<file path="src/design/dnsc_pkg.sv">
// Shared types and constants for the domain-name checker and encoder.
// No dependencies; every other file imports this package.
package dnsc_pkg;

    localparam int CHAR_W    = 8;
    localparam int CFG_W     = 6;
    localparam int CFG_IDX_W = 2;
    localparam int NAME_W    = 6;

    // Register indexes on the configuration port
    localparam logic [CFG_IDX_W-1:0] CFG_MAX_NAME_LENGTH = 2'd0;
    localparam logic [CFG_IDX_W-1:0] CFG_MIN_LAST_LABEL  = 2'd1;
    localparam logic [CFG_IDX_W-1:0] CFG_MAX_LAST_LABEL  = 2'd2;

    localparam logic [CFG_W-1:0] MAX_NAME_LENGTH_RST = 6'd63;
    localparam logic [CFG_W-1:0] MIN_LAST_LABEL_RST  = 6'd2;
    localparam logic [CFG_W-1:0] MAX_LAST_LABEL_RST  = 6'd6;

    // Keeps length byte, label, terminator and status within 63 results
    localparam logic [7:0] LONGEST_FINAL_LABEL = 8'd60;

    localparam logic [CHAR_W-1:0] CHAR_DOT    = 8'h2E;
    localparam logic [CHAR_W-1:0] CHAR_HYPHEN = 8'h2D;
    localparam logic [CHAR_W-1:0] CHAR_UP_A   = 8'h41;
    localparam logic [CHAR_W-1:0] CHAR_UP_Z   = 8'h5A;
    localparam logic [CHAR_W-1:0] CHAR_LOW_A  = 8'h61;
    localparam logic [CHAR_W-1:0] CHAR_LOW_Z  = 8'h7A;
    localparam logic [CHAR_W-1:0] CHAR_ZERO   = 8'h30;
    localparam logic [CHAR_W-1:0] CHAR_NINE   = 8'h39;
    localparam logic [CHAR_W-1:0] CASE_OFFSET = 8'h20;

    typedef enum logic [2:0] {
        S_IDLE,
        S_DISP,
        S_LEN,
        S_RD,
        S_CHR,
        S_TERM,
        S_STATUS
    } t_state;

    typedef enum logic [1:0] {
        SEL_LEN,
        SEL_CHR,
        SEL_TERM,
        SEL_STATUS
    } t_sel;

    typedef struct packed {
        logic accept;
        logic rd_issue;
        logic idx_inc;
        logic load;
        t_sel sel;
        logic last;
    } t_cmd;

    typedef struct packed {
        logic do_label;
        logic do_term;
        logic do_status;
        logic len_zero;
        logic idx_last;
        logic out_free;
    } t_status;

endpackage

</file>
<file path="src/design/dnsc_in_if.sv">
// Character request channel: valid/ready handshake with one name character.
// Depends on dnsc_pkg for field widths.
interface dnsc_in_if import dnsc_pkg::*; ();
    logic              valid;
    logic              ready;
    logic [CHAR_W-1:0] char_code;
    logic              end_of_name;

    modport source (output valid, output char_code, output end_of_name, input ready);
    modport sink   (input valid, input char_code, input end_of_name, output ready);
endinterface

</file>
<file path="src/design/dnsc_out_if.sv">
// Result request channel: encoded byte or end-of-name status.
// Depends on dnsc_pkg for field widths.
interface dnsc_out_if import dnsc_pkg::*; ();
    logic              valid;
    logic              ready;
    logic [CHAR_W-1:0] wire_byte;
    logic              is_status;
    logic              name_ok;
    logic              last_of_run;

    modport source (output valid, output wire_byte, output is_status, output name_ok,
                    output last_of_run, input ready);
    modport sink   (input valid, input wire_byte, input is_status, input name_ok,
                    input last_of_run, output ready);
endinterface

</file>
<file path="src/design/dnsc_ctrl.sv">
// Controller: sequences acceptance of a character and the result burst it causes.
// Depends on dnsc_pkg; drives the datapath through t_cmd, watches t_status.
module dnsc_ctrl import dnsc_pkg::*; (
    input  logic    i_clk,
    input  logic    i_rst_n,
    input  logic    i_in_valid,
    output logic    o_in_ready,
    input  t_status i_st,
    output t_cmd    o_cmd
);

    t_state r_state;
    t_state n_state;

    always_ff @(posedge i_clk) begin
        if (!i_rst_n) begin
            r_state <= S_IDLE;
        end else begin
            r_state <= n_state;
        end
    end

    // Next state
    always_comb begin
        n_state = r_state;
        unique case (r_state)
            S_IDLE: begin
                if (i_in_valid) begin
                    n_state = S_DISP;
                end
            end
            S_DISP: begin
                if (i_st.do_label) begin
                    n_state = S_LEN;
                end else if (i_st.do_status) begin
                    n_state = S_STATUS;
                end else begin
                    n_state = S_IDLE;
                end
            end
            S_LEN: begin
                if (i_st.out_free) begin
                    if (!i_st.len_zero) begin
                        n_state = S_RD;
                    end else if (i_st.do_term) begin
                        n_state = S_TERM;
                    end else if (i_st.do_status) begin
                        n_state = S_STATUS;
                    end else begin
                        n_state = S_IDLE;
                    end
                end
            end
            S_RD: begin
                n_state = S_CHR;
            end
            S_CHR: begin
                if (i_st.out_free) begin
                    if (!i_st.idx_last) begin
                        n_state = S_RD;
                    end else if (i_st.do_term) begin
                        n_state = S_TERM;
                    end else if (i_st.do_status) begin
                        n_state = S_STATUS;
                    end else begin
                        n_state = S_IDLE;
                    end
                end
            end
            S_TERM: begin
                if (i_st.out_free) begin
                    n_state = S_STATUS;
                end
            end
            S_STATUS: begin
                if (i_st.out_free) begin
                    n_state = S_IDLE;
                end
            end
            default: n_state = S_IDLE;
        endcase
    end

    // Outputs
    always_comb begin
        o_in_ready     = 1'b0;
        o_cmd.accept   = 1'b0;
        o_cmd.rd_issue = 1'b0;
        o_cmd.idx_inc  = 1'b0;
        o_cmd.load     = 1'b0;
        o_cmd.sel      = SEL_LEN;
        o_cmd.last     = 1'b0;
        unique case (r_state)
            S_IDLE: begin
                o_in_ready   = 1'b1;
                o_cmd.accept = i_in_valid;
            end
            S_DISP: begin
            end
            S_LEN: begin
                o_cmd.load = i_st.out_free;
                o_cmd.sel  = SEL_LEN;
                o_cmd.last = i_st.len_zero && !i_st.do_term && !i_st.do_status;
            end
            S_RD: begin
                o_cmd.rd_issue = 1'b1;
            end
            S_CHR: begin
                o_cmd.load    = i_st.out_free;
                o_cmd.idx_inc = i_st.out_free;
                o_cmd.sel     = SEL_CHR;
                o_cmd.last    = i_st.idx_last && !i_st.do_term && !i_st.do_status;
            end
            S_TERM: begin
                o_cmd.load = i_st.out_free;
                o_cmd.sel  = SEL_TERM;
            end
            S_STATUS: begin
                o_cmd.load = i_st.out_free;
                o_cmd.sel  = SEL_STATUS;
                o_cmd.last = 1'b1;
            end
            default: begin
            end
        endcase
    end

    // The status result always closes the run
    a_status_last: assert property (@(posedge i_clk) disable iff (!i_rst_n)
        (o_cmd.load && o_cmd.sel == SEL_STATUS) |-> o_cmd.last)
        else $error("status result without last_of_run");

    // A character is only sent after its store read was issued
    a_chr_after_rd: assert property (@(posedge i_clk) disable iff (!i_rst_n)
        (r_state == S_CHR) |-> ($past(r_state) == S_RD || $past(r_state) == S_CHR))
        else $error("character sent without a store read");

endmodule

</file>
<file path="src/design/dnsc_datapath.sv">
// Datapath: case folding, name checks, counters, label store and result register.
// Depends on dnsc_pkg; commanded by dnsc_ctrl through t_cmd.
module dnsc_datapath import dnsc_pkg::*; #(
    parameter int LABEL_STORE_DEPTH = 64
) (
    input  logic                 i_clk,
    input  logic                 i_rst_n,
    input  t_cmd                 i_cmd,
    output t_status              o_st,
    input  logic                 i_cfg_we,
    input  logic [CFG_IDX_W-1:0] i_cfg_idx,
    input  logic [CFG_W-1:0]     i_cfg_data,
    input  logic [CHAR_W-1:0]    i_char_code,
    input  logic                 i_end_of_name,
    output logic                 o_out_valid,
    input  logic                 i_out_ready,
    output logic [CHAR_W-1:0]    o_wire_byte,
    output logic                 o_is_status,
    output logic                 o_name_ok,
    output logic                 o_last_of_run
);

    localparam int LCW  = $clog2(LABEL_STORE_DEPTH + 1);
    localparam int IDXW = $clog2(LABEL_STORE_DEPTH);
    localparam logic [LCW-1:0] DEPTH_L = LCW'(LABEL_STORE_DEPTH);

    // Configuration
    logic [CFG_W-1:0] r_max_name;
    logic [CFG_W-1:0] r_min_last;
    logic [CFG_W-1:0] r_max_last;

    always_ff @(posedge i_clk) begin
        if (!i_rst_n) begin
            r_max_name <= MAX_NAME_LENGTH_RST;
            r_min_last <= MIN_LAST_LABEL_RST;
            r_max_last <= MAX_LAST_LABEL_RST;
        end else if (i_cfg_we) begin
            unique case (i_cfg_idx)
                CFG_MAX_NAME_LENGTH: r_max_name <= i_cfg_data;
                CFG_MIN_LAST_LABEL:  r_min_last <= i_cfg_data;
                CFG_MAX_LAST_LABEL:  r_max_last <= i_cfg_data;
                default: begin
                end
            endcase
        end
    end

    // Name state
    logic [NAME_W-1:0] r_name_count;
    logic [LCW-1:0]    r_label_count;
    logic              r_bad;

    // Burst descriptor latched at accept
    logic           r_do_label;
    logic           r_do_term;
    logic           r_do_status;
    logic           r_ok;
    logic [LCW-1:0] r_len;
    logic [IDXW-1:0] r_idx;

    logic [CHAR_W-1:0] r_rd_data;
    logic [CHAR_W-1:0] r_store [LABEL_STORE_DEPTH];

    // Per-character evaluation
    logic [CHAR_W-1:0] c_fold;
    logic              is_letter;
    logic              is_digit;
    logic              is_dot;
    logic              is_hyph;
    logic              too_long;
    logic              store_full;
    logic              store_we;
    logic              bad_next;
    logic [LCW-1:0]    lc_next;
    logic [CFG_W-1:0]  least;
    logic [7:0]        lc_ext;
    logic              ok_next;
    logic              dot_label;

    always_comb begin
        c_fold = i_char_code;
        if (i_char_code >= CHAR_UP_A && i_char_code <= CHAR_UP_Z) begin
            c_fold = i_char_code + CASE_OFFSET;
        end
        is_letter  = (c_fold >= CHAR_LOW_A) && (c_fold <= CHAR_LOW_Z);
        is_digit   = (c_fold >= CHAR_ZERO) && (c_fold <= CHAR_NINE);
        is_dot     = (c_fold == CHAR_DOT);
        is_hyph    = (c_fold == CHAR_HYPHEN);
        too_long   = (r_name_count >= r_max_name);
        store_full = (r_label_count >= DEPTH_L);

        bad_next = r_bad || (!is_letter && !is_digit && !is_dot && !is_hyph)
                   || (r_name_count == '0 && is_hyph) || too_long
                   || (!too_long && !is_dot && store_full);
        store_we  = !too_long && !is_dot && !store_full;
        dot_label = !too_long && is_dot && !i_end_of_name;

        lc_next = r_label_count;
        if (!too_long && is_dot) begin
            lc_next = '0;
        end else if (store_we) begin
            lc_next = r_label_count + 1'b1;
        end

        // Zero minimum acts as one
        least   = (r_min_last == '0) ? CFG_W'(1) : r_min_last;
        lc_ext  = 8'(lc_next);
        ok_next = !bad_next && !is_hyph && !is_dot
                  && (lc_ext >= 8'(least)) && (lc_ext <= 8'(r_max_last))
                  && (lc_ext <= LONGEST_FINAL_LABEL);
    end

    always_ff @(posedge i_clk) begin
        if (!i_rst_n) begin
            r_name_count  <= '0;
            r_label_count <= '0;
            r_bad         <= 1'b0;
            r_do_label    <= 1'b0;
            r_do_term     <= 1'b0;
            r_do_status   <= 1'b0;
            r_ok          <= 1'b0;
            r_len         <= '0;
            r_idx         <= '0;
        end else begin
            if (i_cmd.accept) begin
                r_do_status <= i_end_of_name;
                r_do_term   <= i_end_of_name && ok_next;
                r_do_label  <= dot_label || (i_end_of_name && ok_next);
                r_ok        <= ok_next;
                r_len       <= dot_label ? r_label_count : lc_next;
                r_idx       <= '0;
                if (i_end_of_name) begin
                    r_name_count  <= '0;
                    r_label_count <= '0;
                    r_bad         <= 1'b0;
                end else begin
                    r_name_count  <= too_long ? r_name_count : r_name_count + 1'b1;
                    r_label_count <= lc_next;
                    r_bad         <= bad_next;
                end
            end else if (i_cmd.idx_inc) begin
                r_idx <= r_idx + 1'b1;
            end
        end
    end

    // Label store: one write port at accept, one registered read port
    always_ff @(posedge i_clk) begin
        if (i_cmd.accept && store_we) begin
            r_store[r_label_count[IDXW-1:0]] <= c_fold;
        end
        if (i_cmd.rd_issue) begin
            r_rd_data <= r_store[r_idx];
        end
    end

    // Result register
    always_ff @(posedge i_clk) begin
        if (!i_rst_n) begin
            o_out_valid <= 1'b0;
        end else if (i_cmd.load) begin
            o_out_valid <= 1'b1;
        end else if (i_out_ready) begin
            o_out_valid <= 1'b0;
        end
    end

    always_ff @(posedge i_clk) begin
        if (i_cmd.load) begin
            o_last_of_run <= i_cmd.last;
            o_is_status   <= 1'b0;
            o_name_ok     <= 1'b0;
            unique case (i_cmd.sel)
                SEL_LEN:  o_wire_byte <= CHAR_W'(r_len);
                SEL_CHR:  o_wire_byte <= r_rd_data;
                SEL_TERM: o_wire_byte <= '0;
                SEL_STATUS: begin
                    o_wire_byte <= '0;
                    o_is_status <= 1'b1;
                    o_name_ok   <= r_ok;
                end
                default: o_wire_byte <= '0;
            endcase
        end
    end

    always_comb begin
        o_st.do_label  = r_do_label;
        o_st.do_term   = r_do_term;
        o_st.do_status = r_do_status;
        o_st.len_zero  = (r_len == '0);
        o_st.idx_last  = ((LCW'(r_idx) + 1'b1) == r_len);
        o_st.out_free  = !o_out_valid || i_out_ready;
    end

    // Name state is already cleared when the status goes out
    a_cleared_at_status: assert property (@(posedge i_clk) disable iff (!i_rst_n)
        (i_cmd.load && i_cmd.sel == SEL_STATUS)
        |-> (r_name_count == '0 && r_label_count == '0 && !r_bad))
        else $error("name state not cleared at status");

    // Reads stay inside the buffered label
    a_read_in_label: assert property (@(posedge i_clk) disable iff (!i_rst_n)
        i_cmd.rd_issue |-> (LCW'(r_idx) < r_len))
        else $error("label store read past label length");

    // Never more characters buffered than the store holds
    a_label_bound: assert property (@(posedge i_clk) disable iff (!i_rst_n)
        r_label_count <= DEPTH_L)
        else $error("label count beyond store depth");

endmodule

</file>
<file path="src/design/dns_name_check_and_encode_top.sv">
// Top level of the domain-name checker and encoder: channels, controller, datapath.
// Depends on dnsc_pkg, dnsc_in_if, dnsc_out_if, dnsc_ctrl and dnsc_datapath.
//
//   channel   direction  payload                                   handshake
//   i_char    in         char_code[7:0], end_of_name               valid/ready
//   o_byte    out        wire_byte[7:0], is_status, name_ok,       valid/ready
//                        last_of_run
//   cfg       in         i_cfg_idx[1:0], i_cfg_data[5:0]           i_cfg_we
//
// A character that causes no result passes through accept, then dispatch. A dot before
// the end adds a length result and a character result per label character; an end of a
// valid name adds those, a terminator and a status, of a bad name only the status. Each
// label character costs one label-store read and one result-register load.
// Reset (i_rst_n low at a clock edge) clears the name state and loads register defaults.
// A stalled o_byte holds the controller in its emit state; no character is taken
// until the whole burst has entered the result register.
module dns_name_check_and_encode_top import dnsc_pkg::*; #(
    parameter int LABEL_STORE_DEPTH = 64
) (
    input  logic                 i_clk,
    input  logic                 i_rst_n,
    dnsc_in_if.sink              i_char,
    dnsc_out_if.source           o_byte,
    input  logic                 i_cfg_we,
    input  logic [CFG_IDX_W-1:0] i_cfg_idx,
    input  logic [CFG_W-1:0]     i_cfg_data
);

    t_cmd    cmd;
    t_status st;

    dnsc_ctrl u_ctrl (
        .i_clk      (i_clk),
        .i_rst_n    (i_rst_n),
        .i_in_valid (i_char.valid),
        .o_in_ready (i_char.ready),
        .i_st       (st),
        .o_cmd      (cmd)
    );

    dnsc_datapath #(
        .LABEL_STORE_DEPTH (LABEL_STORE_DEPTH)
    ) u_datapath (
        .i_clk         (i_clk),
        .i_rst_n       (i_rst_n),
        .i_cmd         (cmd),
        .o_st          (st),
        .i_cfg_we      (i_cfg_we),
        .i_cfg_idx     (i_cfg_idx),
        .i_cfg_data    (i_cfg_data),
        .i_char_code   (i_char.char_code),
        .i_end_of_name (i_char.end_of_name),
        .o_out_valid   (o_byte.valid),
        .i_out_ready   (o_byte.ready),
        .o_wire_byte   (o_byte.wire_byte),
        .o_is_status   (o_byte.is_status),
        .o_name_ok     (o_byte.name_ok),
        .o_last_of_run (o_byte.last_of_run)
    );

endmodule
</file>
<file path="src/flat_wrapper.sv">
// flat-port wrapper written by rule: the top's interface ports become plain ports
module dns_name_check_and_encode_top_flat import dnsc_pkg::*;
#(
    parameter int LABEL_STORE_DEPTH = 64
)
  (i_clk, i_rst_n, i_cfg_we, i_cfg_idx, i_cfg_data, i_char_valid, i_char_char_code, i_char_end_of_name, i_char_ready, o_byte_valid, o_byte_wire_byte, o_byte_is_status, o_byte_name_ok, o_byte_last_of_run, o_byte_ready);
  dnsc_in_if i_char_i ();
  dnsc_out_if o_byte_i ();
  input  logic i_clk;
  input  logic i_rst_n;
  input  logic i_cfg_we;
  input  logic [CFG_IDX_W-1:0] i_cfg_idx;
  input  logic [CFG_W-1:0] i_cfg_data;
  input wire logic [$bits(i_char_i.valid)-1:0] i_char_valid;
  input wire logic [$bits(i_char_i.char_code)-1:0] i_char_char_code;
  input wire logic [$bits(i_char_i.end_of_name)-1:0] i_char_end_of_name;
  output wire logic [$bits(i_char_i.ready)-1:0] i_char_ready;
  output wire logic [$bits(o_byte_i.valid)-1:0] o_byte_valid;
  output wire logic [$bits(o_byte_i.wire_byte)-1:0] o_byte_wire_byte;
  output wire logic [$bits(o_byte_i.is_status)-1:0] o_byte_is_status;
  output wire logic [$bits(o_byte_i.name_ok)-1:0] o_byte_name_ok;
  output wire logic [$bits(o_byte_i.last_of_run)-1:0] o_byte_last_of_run;
  input wire logic [$bits(o_byte_i.ready)-1:0] o_byte_ready;
  assign i_char_i.valid = i_char_valid;
  assign i_char_i.char_code = i_char_char_code;
  assign i_char_i.end_of_name = i_char_end_of_name;
  assign i_char_ready = i_char_i.ready;
  assign o_byte_valid = o_byte_i.valid;
  assign o_byte_wire_byte = o_byte_i.wire_byte;
  assign o_byte_is_status = o_byte_i.is_status;
  assign o_byte_name_ok = o_byte_i.name_ok;
  assign o_byte_last_of_run = o_byte_i.last_of_run;
  assign o_byte_i.ready = o_byte_ready;
  dns_name_check_and_encode_top #(.LABEL_STORE_DEPTH(LABEL_STORE_DEPTH)) u_core (.i_clk(i_clk), .i_rst_n(i_rst_n), .i_char(i_char_i), .o_byte(o_byte_i), .i_cfg_we(i_cfg_we), .i_cfg_idx(i_cfg_idx), .i_cfg_data(i_cfg_data));
endmodule
</file>
<file path="config.mk">
export PLATFORM = sky130hd
export DESIGN_NAME = dns_name_check_and_encode_top_flat
export DESIGN_NICKNAME = d
export VERILOG_FILES = /design/src/design/dnsc_pkg.sv /design/src/design/dnsc_in_if.sv /design/src/design/dnsc_out_if.sv /design/src/design/dnsc_ctrl.sv /design/src/design/dnsc_datapath.sv /design/src/design/dns_name_check_and_encode_top.sv /design/src/flat_wrapper.sv
export SDC_FILE = /design/constraint.sdc
export NUM_CORES = 1
export LEC_CHECK = 0
export ABC_AREA = 1
export BUFFER_PORTS_ARGS = -buffer_cell sky130_fd_sc_hd__buf_2
export CORE_ASPECT_RATIO = 0.75
export CORE_MARGIN = 2
export CORE_UTILIZATION = 55
export CTS_CLUSTER_SIZE = 25
export DETAILED_ROUTE_END_ITERATION = 8
export GPL_ROUTABILITY_DRIVEN = 1
export PLACE_DENSITY = 0.72
export SKIP_LAST_GASP = 1
export SLEW_MARGIN = 5
export SYNTH_ARGS = -nofsm -noshare
export SYNTH_HDL_FRONTEND = slang
export SYNTH_SLANG_ARGS = --single-unit
</file>
<file path="constraint.sdc">
create_clock -name i_clk -period 3.9 [get_ports i_clk]
set_input_delay 0.195 -clock i_clk [delete_from_list [all_inputs] [get_ports i_clk]]
set_output_delay 0.195 -clock i_clk [all_outputs]
set_load 0.1 [all_outputs]
</file>
* Word-level counts from Yosys, hierarchy flattened
Memory sizes are Yosys's and may differ from the RTL's. A register that Yosys moved wholly into a read port is not among the register bits. Index checks and enable logic that the tools add are counted.
Word-level totals: output and inout port bits 13, register bits after elaboration 64, bits in writable memories 512, logic and storage cells 142, memories 1
Cells by class: multiplexer cells 32, equality and inequality tests 20, $lt $le $gt $ge 11, bitwise operators 1, reduce and logical (&&, ||, !) cells 54, add/sub/neg operators 5
Memory list:
- u_core.u_datapath.r_store | depth 64, width 8, rd ports 1, clocked after memory_dff 1, write ports 1, RTL line dnsc_datapath.sv:62 | logic [CHAR_W-1:0] r_store [LABEL_STORE_DEPTH];
Operators with widths (number):
- 2-to-1 mux 3 bit | 10
- 2-to-1 mux 7 bit | 4
- case mux 8 bit (3 select lines) | 1
- logical AND 1 bit | 23
- case mux 3 bit (7 select lines) | 1
- 2-to-1 mux 6 bit | 3
- equality test 8 x 6 -> 1 bit (second input constant) | 2
- greater-or-equal comparator 8 x 7 -> 1 bit (second input constant) | 2
- less-or-equal comparator 8 x 7 -> 1 bit (second input constant) | 2
- adder 6 x 1 -> 6 bit (second input constant) | 2
- logical NOT 6 bit | 2
- != test 2 bit (second input constant) | 6
- case mux 3 bit (4 select lines) | 1
- logical NOT 1 bit | 11
- 2-to-1 mux 1 bit | 10
- equality test 3 bit (second input constant) | 3
- adder 8 x 6 -> 8 bit (second input constant) | 1
- greater-or-equal comparator 8 x 6 -> 1 bit (second input constant) | 1
- less-or-equal comparator 8 x 6 -> 1 bit (second input constant) | 1
- 2-to-1 mux 8 bit | 1
- AND reduction 2 bit | 4
- adder 6 x 1 -> 7 bit (second input constant) | 1
- adder 7 x 1 -> 7 bit (second input constant) | 1
- equality test 7 bit | 1
- other kinds (18) | 29

* Logic depth before layout (Yosys ltp)
Gate-level depths: netlist of run 1.
depth after elaboration 21, gate-level depth with buffers 23, depth with buffers taken out 23

* Cells and area by module
From an unflattened synthesis of run 1, not the netlist that was laid out.
Unflattened totals: cell total of the unflattened synthesis 2072, area, all modules 24380.9 sq um
By module, submodules not included:
- dnsc_datapath | times used 1, area each 23974.2 sq um, cells each 2005, sequential area each 16946.3 sq um
- dnsc_ctrl | times used 1, area each 406.6 sq um, cells each 67, sequential area each 60.1 sq um

* Worst setup path after synthesis of run 1
Ideal clock, no wire load.
path kind register to register, from register u_core.u_ctrl.r_state[1], to memory u_core.u_datapath.r_store[30][0], enable pin, stages on the path, launching flop included 10, slack 0.122 ns, library setup time 0.383 ns, required time 3.517 ns, data arrival time 3.394 ns, period minus slack after synthesis 3.778 ns, cells stage by stage dfxtp_1 -> clkbuf_1 -> nor2_1 -> inv_1 -> nor2_1 -> nand2_1 -> buf_2 -> nor2_1 -> inv_1 -> nor3_1
Between the ends: word-level cells in the longest chain between the ends 5
Ends and longest elaborated chain:
- start: declaration | RTL line dnsc_ctrl.sv:12 | t_state r_state;
- start signal: assignment | RTL line dnsc_ctrl.sv:19 | r_state <= n_state;
- logical NOT 3 bit | RTL line dnsc_ctrl.sv:93 | unique case (r_state)
- 2-to-1 mux 1 bit | RTL line dnsc_ctrl.sv:93
- logical AND 1 bit | RTL line dnsc_datapath.sv:149 | if (i_cmd.accept && store_we) begin
- 2-to-1 mux 1 bit | RTL line dnsc_datapath.sv:149
- 2-to-1 mux 1 bit (not written as such) | RTL line dnsc_datapath.sv:150 | r_store[r_label_count[IDXW-1:0]] <= c_fold;
- end: declaration | RTL line dnsc_datapath.sv:62
No other way between the ends.

* Worst setup path after layout of run 1
from register u_core.u_datapath.r_max_name[5], to register u_core.u_datapath.r_do_label
Between the ends: word-level cells in the longest chain between the ends 13, elaborated cells between the ends (all ways) 22
Ends and longest elaborated chain:
- start: declaration | RTL line dnsc_datapath.sv:28 | logic [CFG_W-1:0] r_max_name;
- start signal: assignment | RTL line dnsc_datapath.sv:39 | CFG_MAX_NAME_LENGTH: r_max_name <= i_cfg_data;
- greater-or-equal comparator 6 bit * | RTL line dnsc_datapath.sv:89 | too_long = (r_name_count >= r_max_name);
- parallel branches: the longest is 11 deep, another holds greater-or-equal comparator 7 x 6 -> 1 bit
- logical OR 1 bit * | RTL line dnsc_datapath.sv:128 | r_do_label <= dot_label || (i_end_of_name && ok_next);
- end signal: assignment | RTL line dnsc_datapath.sv:128
- end: declaration | RTL line dnsc_datapath.sv:54 | logic r_do_label;
Every way passes the cells marked *. A chain may end at the register's enable or synchronous reset.

==> out/results.ini, run 1 <==
[outcome]
status = finished, final reports clean

[finish]
seqCellArea_um2 = 17000
final_nets = 1968
multi_input_area_um2 = 5840
antenna_cells = 0
area_growth_syn_to_layout_pct = 12.6
drive_gt1_share_pct = 11.2
fin_cells = 2532
fillers = 3080

[clocking]
clock-root-buffer = clkbuf_16
cts_buffers = 51
clock_sinks = 584
path_clk_slew_ns = 0.07
cts-resized-gates = 0
postCtsSetupBuffers = 0
h-tree-depth = 2
cts_tree = built
clk-insertion-delay-late_ns = 0.59
cts_buffer_depth = 3

[synthesis]
synth_fa_ha_area_share_pct = 1.27
synth-seq-area-share_pct = 72.0
synth_edf_count = 531
synth_fp_nets = 1904
yosysUniqueCellTypes = 43
synth_xor_area_share_pct = 0.408
post_synth_main_area_contributors = edfxtp_1, a21oi_1, o221ai_1, dfxtp_1, nand2_1
synth_compound_area_share_pct = 14.3
synth_area_um2 = 23600
synth_top_family_by_area = compound AO/OA/AOI/OAI gates
synthSimpleGateAreaFrac_pct = 8.67
syn_inst = 1858
synth-seq-cells = 584
yosysTopAreaCell = edfxtp_1
synthFlopType = edfxtp_1
yosys_warnings = 0
synth.area.mux_share_pct = 0
async_reset_ff_share_pct = 0
avgSynthCellArea_um2 = 12.7
synth_top_cell_area_share_pct = 67.5

[floorplan]
die_w_um = 243
die_h_um = 183
num_rows = 65
initial_core_util_pct = 56.0
pin_count = 35
dieArea_um2 = 44600
coreArea_um2 = 42200

[timing]
period_share_pct = 88.2
hold_viol = 0
hold_slack_ns = 0.0172
drv_slew = 0
fin_tns_setup_ns = 0
fin_skew_ns = 0.0184
layout_min_cycle_time_ns = 3.44
setup_violations = 0
grt_setup_unrepaired = no
tightestPinTransition_ns = 1.20
fmax_ghz = 0.291
slew_headroom_pct = 19.5

[worst_hold_path]
whs_path_depth = 3
hp-class = primary input to register

[worst_setup_path]
crit_fanout = 8
cp-start-kind = register
crit_type = register to register
reg2regPathDepth = 19
worstPathRequired_ns = 4.42
worst_ep_arrival_time_ns = 3.96
worst_setup_path_end_kind = register

[place]
gp_congestion = 0.901
dp_hpwl_mm = 35.5
dp.cells = 2427
portBuffers = 34

[global_routing]
grt_start_max_net_pins = 129
grt_pass1_wl_mm = 91.5
first_global_vias = 15400
grt_use_total_pct = 26.9
grt_overflow = 0
antenna_found_initial = 3

[job]
drv_cap = 0

[pwr]
seqPwrFrac_pct = 53.8
switching_power_mw = 2.71
comb_power_share_pct = 4.5
leakage_nw = 9.11
swShare_pct = 21.1
p_int_mw = 10.1
p_per_area_nw_per_um2 = 482
clock_power_share_pct = 41.7
ir_drop_mv = 0.485

[drt]
postRouteAntennaNets = 0
drc = 0
num_vias = 16200
vias_per_cell = 6.42
drtIter0Drc = 2162
dr.pass1.iters = 6
wl_mm = 60.3
wl_per_cell_um = 23.8

-- per-stage QoR --
| stage | setup slack [ns] | power, mW | area [um2] | utilization [%] |
|---|---|---|---|---|
| after floorplan | 0.122 | 7.36 | 23600 | - |
| after global placement | 0.669 | 7.58 | 24700 | 58.6 |
| after detailed placement | 0.559 | 7.60 | 24700 | 58.6 |
| after CTS | 0.540 | 12.9 | 26600 | 63.0 |
| after global routing | 0.128 | 13.2 | 26600 | 63.0 |
| final | 0.459 | 12.8 | 26600 | 63.0 |
-- timing repair --
action,CTS,global route
hold endpoints to repair,28,0
setup endpoints to repair,0,0
hold buffers,11,0
-- layout make-up --
class                   instances  area share, %
clock buffers                  63           5.20
clock inverters                31           1.46
inverters                      98           1.40
multi-input cells            1065           22.0
flip-flops and latches        584           63.9
well taps                     569           2.68
repair buffers                122           3.37
-- power by group through the flow --
stage / combinational (mW) / sequential [mW] / clock, mW
4_1_cts: 0.567 / 6.91 / 5.39
5_1_grt: 0.625 / 6.91 / 5.63
2_1_floorplan: 0.296 / 7.07 / 0
3_3_place_gp: 0.541 / 7.04 / 0
6_report: 0.577 / 6.91 / 5.35
3_5_place_dp: 0.556 / 7.04 / 0
-- cell usage in the layout, fill, tap and decap left out, drive strengths merged, types with 3 or more instances in the layout --
| cell | Yosys | layout |
|---|---|---|
| xor2 | 8 | 8 |
| clkbuf | 95 | 63 |
| dfxtp | 53 | 53 |
| nand4 | 24 | 24 |
| xnor2 | 3 | 3 |
| buf | 16 | 111 |
| dlygate4sd3 | 0 | 11 |
| bufinv | 0 | 9 |
| o21ai | 100 | 100 |
| ha | 24 | 24 |
| a21oi | 303 | 303 |
| o221ai | 128 | 128 |
| nor3 | 20 | 20 |
| o22ai | 8 | 8 |
| nand2 | 231 | 231 |
| edfxtp | 531 | 531 |
| nand3 | 75 | 75 |
| clkinv | 5 | 24 |
| inv | 93 | 94 |
| nor2 | 109 | 109 |
| o211ai | 14 | 14 |
-- path summary, 6_finish.rpt --
check / end / startpoint / slack, ns
worst max-delay path: u_core.u_datapath.r_do_label / u_core.u_datapath.r_max_name[5] / 0.46
worst min-delay path: u_core.u_datapath.r_max_last[1] / i_cfg_idx[0] / 0.02
worst max register to register: u_core.u_datapath.r_do_label / u_core.u_datapath.r_max_name[5] / 0.46
worst min register to register: u_core.u_datapath.r_ok / u_core.u_datapath.r_ok / 0.46
-- critical path, cell delays in order (launching register included) --
cell and delay (ns):
dfxtp_1 0.32, inv_1 0.05, ha_1 0.30, a21oi_1 0.16, o21a_1 0.13, and3_1 0.26, nand4_2 0.26, nand3_1 0.31
inv_1 0.12, ha_1 0.33, nand2_1 0.07, o211ai_1 0.18, nand3_1 0.09, nand2_1 0.07, a21oi_1 0.05, nor2_1 0.15
nand4_1 0.12, nor2_1 0.20, nand3_1 0.14, nand2_1 0.08
-- cell families (layout without fill, tap and decap cells) --
kind of cell    Yosys count  count (layout)
flops                   584             584
compound gates          563             563
simple gates            467             467
buf+inv                 209             314
fa+ha+maj                24              24
xor+xnor                 11              11
-- sequential cells by signal (all words and copies together) (netlist names), 3 cells and up --
signal and cells:
u_core.u_ctrl.r_state 3, u_core.u_datapath.r_max_name 6, u_core.u_datapath.r_store 512, u_core.u_datapath.r_min_last 6
u_core.u_datapath.r_name_count 6, u_core.u_datapath.r_rd_data 8, u_core.u_datapath.r_idx 6, u_core.u_datapath.r_max_last 6
u_core.u_datapath.r_label_count 7, u_core.u_datapath.o_wire_byte 8, u_core.u_datapath.r_len 7
-- Yosys cell counts, drive strengths merged (3+ instances only) --
library cell	count
xnor2	3
edfxtp	531
inv	93
a21oi	303
o22ai	8
o21ai	100
nand2	231
o211ai	14
dfxtp	53
o221ai	128
buf	16
nor2	109
clkinv	5
xor2	8
clkbuf	95
nand4	24
nand3	75
nor3	20
ha	24
-- per-layer routing --
layer,track usage (%),vias to the layer above,routed length [um]
met3,6.50,136,6770
met1,39.5,8013,25100
met5,0,-,9
met4,7.71,2,1580
li1,-,7157,-
met2,40.2,938,26900
No activity file was read; power rests on OpenSTA's default activity.
==> run 2, diff against run 1 <==
--- a/config.mk
+++ b/config.mk
@@ -9,11 +9,11 @@
 export BUFFER_PORTS_ARGS = -buffer_cell sky130_fd_sc_hd__buf_2
 export CORE_ASPECT_RATIO = 0.75
 export CORE_MARGIN = 2
-export CORE_UTILIZATION = 55
+export CORE_UTILIZATION = 50
 export CTS_CLUSTER_SIZE = 25
 export DETAILED_ROUTE_END_ITERATION = 8
 export GPL_ROUTABILITY_DRIVEN = 1
-export PLACE_DENSITY = 0.72
+export PLACE_DENSITY = 0.67
 export SKIP_LAST_GASP = 1
 export SLEW_MARGIN = 5
 export SYNTH_ARGS = -nofsm -noshare
==> run 2 against run 1 <==
  * Combinational power rose by 2%
  * Sequential power barely moved
  * Critical endpoint unchanged
  * Worst hold slack improved by 0.0088 ns
  * Critical path type unchanged
  * Wire length fell by 0.16%
  * Total power fell by 5.1%
  * Die area rose by 9.8%
  * Fmax fell by 3.8%
  * Clock-buffer cell count fell by 4
  * Clock skew fell by 0.0023 ns
==> out/results.ini, run 2 (synthesis gave the netlist of run 1 again) <==
[clocking]
cts_buffer_depth = 3  ; unchanged
cts-resized-gates = 0  ; unchanged
h-tree-depth = 2  ; unchanged
cts_buffers = 52  ; +2.0%
clock_sinks = 584  ; unchanged
postCtsSetupBuffers = 0  ; unchanged
cts_tree = built
clock-root-buffer = clkbuf_16
path_clk_slew_ns = 0.06  ; about the same
clk-insertion-delay-late_ns = 0.59  ; about the same

[global_routing]
grt_use_total_pct = 24.7  ; -2.2 points
antenna_found_initial = 3  ; unchanged
grt_overflow = 0  ; unchanged
grt_pass1_wl_mm = 90.8  ; -0.71%
first_global_vias = 14700  ; -3.9%
grt_start_max_net_pins = 133  ; +3.1%

[timing]
setup_violations = 0  ; unchanged
fin_tns_setup_ns = 0  ; unchanged
drv_slew = 0  ; unchanged
hold_viol = 0  ; unchanged
tightestPinTransition_ns = 1.10  ; -0.102 ns
period_share_pct = 91.7  ; +3.5 points
fmax_ghz = 0.280  ; -3.8%
layout_setup_ws_ns = 0.324  ; -0.135 ns
slew_headroom_pct = 26.3  ; +6.8 points
fin_skew_ns = 0.0161  ; -0.00226 ns
grt_setup_unrepaired = no
layout_min_cycle_time_ns = 3.58  ; +0.135 ns

[finish]
mostFrequentLayoutCells = edfxtp_1, a21oi_1, nand2_1, o221ai_1, nor2_1
final_nets = 1964  ; -0.20%
fin_util_pct = 57.1  ; -6.0 points
antenna_cells = 0  ; unchanged
area_growth_syn_to_layout_pct = 11.8
largest_reg_flops = 512  ; unchanged
fin_cells = 2584  ; +2.1%
finalInstanceArea_um2 = 26400  ; -0.71%
drive_gt1_share_pct = 10.5  ; -0.67 points
layout_commonest_cell = edfxtp_1

[drt]
drc = 0  ; unchanged
wl_mm = 60.2  ; -0.16%
vias_per_cell = 6.05  ; -5.7%
drtIter0Drc = 2047  ; -5.3%
postRouteAntennaNets = 0  ; unchanged
dr.pass1.iters = 5  ; -1
num_vias = 15600  ; -3.7%
wl_per_cell_um = 23.3  ; -2.2%

[worst_setup_path]
crit_fanout = 11  ; +3
cp-start-kind = register
critical_path.top_delay_family = simple AND/OR/NAND/NOR gates
cp_common_cell = nand2_1
worstPathRequired_ns = 4.43  ; about the same
crit_type = register to register
slowest_delay_ns = 0.46  ; +0.13 ns
worst_ep_arrival_time_ns = 4.10  ; +0.14 ns
worst_setup_path_end_kind = register
crit_buf_inv = 2  ; unchanged
path_cells = ha_1 -> nand2_1 -> inv_1 -> o211ai_1 -> and3_1 -> nand4_2 -> nand3_1 -> inv_1 -> ha_1 -> nand2_1 -> o211ai_1 -> nand3_1 -> nand2_1 -> a21oi_1 -> nor2_1 -> nand4_1 -> nor2_1 -> nand3_1 -> nand2_1
critPathSlowestCell = dfxtp_1

[floorplan]
num_rows = 68  ; +4.6%
coreArea_um2 = 46300  ; +9.7%
initial_core_util_pct = 51.0  ; -4.9 points
dieArea_um2 = 49000  ; +9.8%
die_h_um = 192  ; +4.8%
pin_count = 35  ; unchanged
die_w_um = 255  ; +4.8%

[pwr]
leakage_nw = 8.97  ; -1.6%
p_per_area_nw_per_um2 = 461  ; -4.4%
ir_drop_mv = 0.325  ; -33%

[place]
pre_cts_ws_ns = 0.404  ; -0.155 ns
portBuffers = 34  ; unchanged
gp_congestion = 0.876  ; -2.7%
dp_hpwl_mm = 35.4  ; -0.35%
dpl_cell_area_um2 = 24800  ; +0.34%
dp.cells = 2484  ; +2.3%

[job]
drv_cap = 0  ; unchanged

[outcome]
status = finished, final reports clean

[worst_hold_path]
hp-class = primary input to register

run 2: changes by cell type in the layout (fill, tap and decap cells not counted):
cell	before	now
clkbuf_8	4	0
clkinv_1	13	19
clkinv_4	1	0
buf_4	74	67
buf_12	3	6
clkinvlp_4	0	2
bufinv_16	9	1
dlygate4sd3_1	11	10
clkinv_2	9	10
run 2: layer usage:
layer  wire length, um  GRT usage [%]  vias up
met2             26400           36.5      786
li1                  -              -     7139
met3              6220           5.01       99
met4              1230           6.07        0
met1             26400           37.6     7615
met5                 0              0        -
run 2: area by class of cell:
class,instances,area (um2)
fillers,3729,19900
flip-flops and latches,584,17000
multi-input cells,1065,5840
clock buffers,59,1330
repair buffers,117,893
well taps,630,788
inverters,98,373
clock inverters,31,183
run 2: worst paths after layout:
check	to	depth (start not counted)	slack, ns	from
min reg2reg	u_core.u_datapath.r_ok	2	0.46	u_core.u_datapath.r_ok
min	u_core.u_datapath.r_min_last[1]	5	0.03	i_cfg_idx[0]
max	u_core.u_datapath.r_do_label	19	0.32	u_core.u_datapath.r_name_count[2]
max reg2reg	u_core.u_datapath.r_do_label	19	0.32	u_core.u_datapath.r_name_count[2]
run 2: tightest hold or removal path: stages:
cell and delay [ns]:
buf_2 0.11, inv_1 0.05, nor3_1 0.06, nand2_1 0.06
o211ai_1 0.08
run 2: metrics by stage:
stage | hold slack (ns) | total power, mW
2_1_floorplan | 0.294 | 7.36
3_3_place_gp | 0.454 | 7.60
3_5_place_dp | 0.454 | 7.61
4_1_cts | 0.0140 | 12.2
5_1_grt | 0.0631 | 12.5
6_report | 0.0260 | 12.2
run 2: what timing repair did:
item,4_1_cts,5_1_grt
hold buffers,10,0
endpoints found under the setup margin,0,0
hold endpoints to repair,23,0
run 2: where the power goes:
part | switching (mW) | leakage (nW) | internal (mW)
sequential | 0.0299 | 5.21 | 6.88
clock | 2.19 | 0.736 | 2.50
combinational | 0.450 | 3.02 | 0.140
total | 2.67 | 8.97 | 9.51
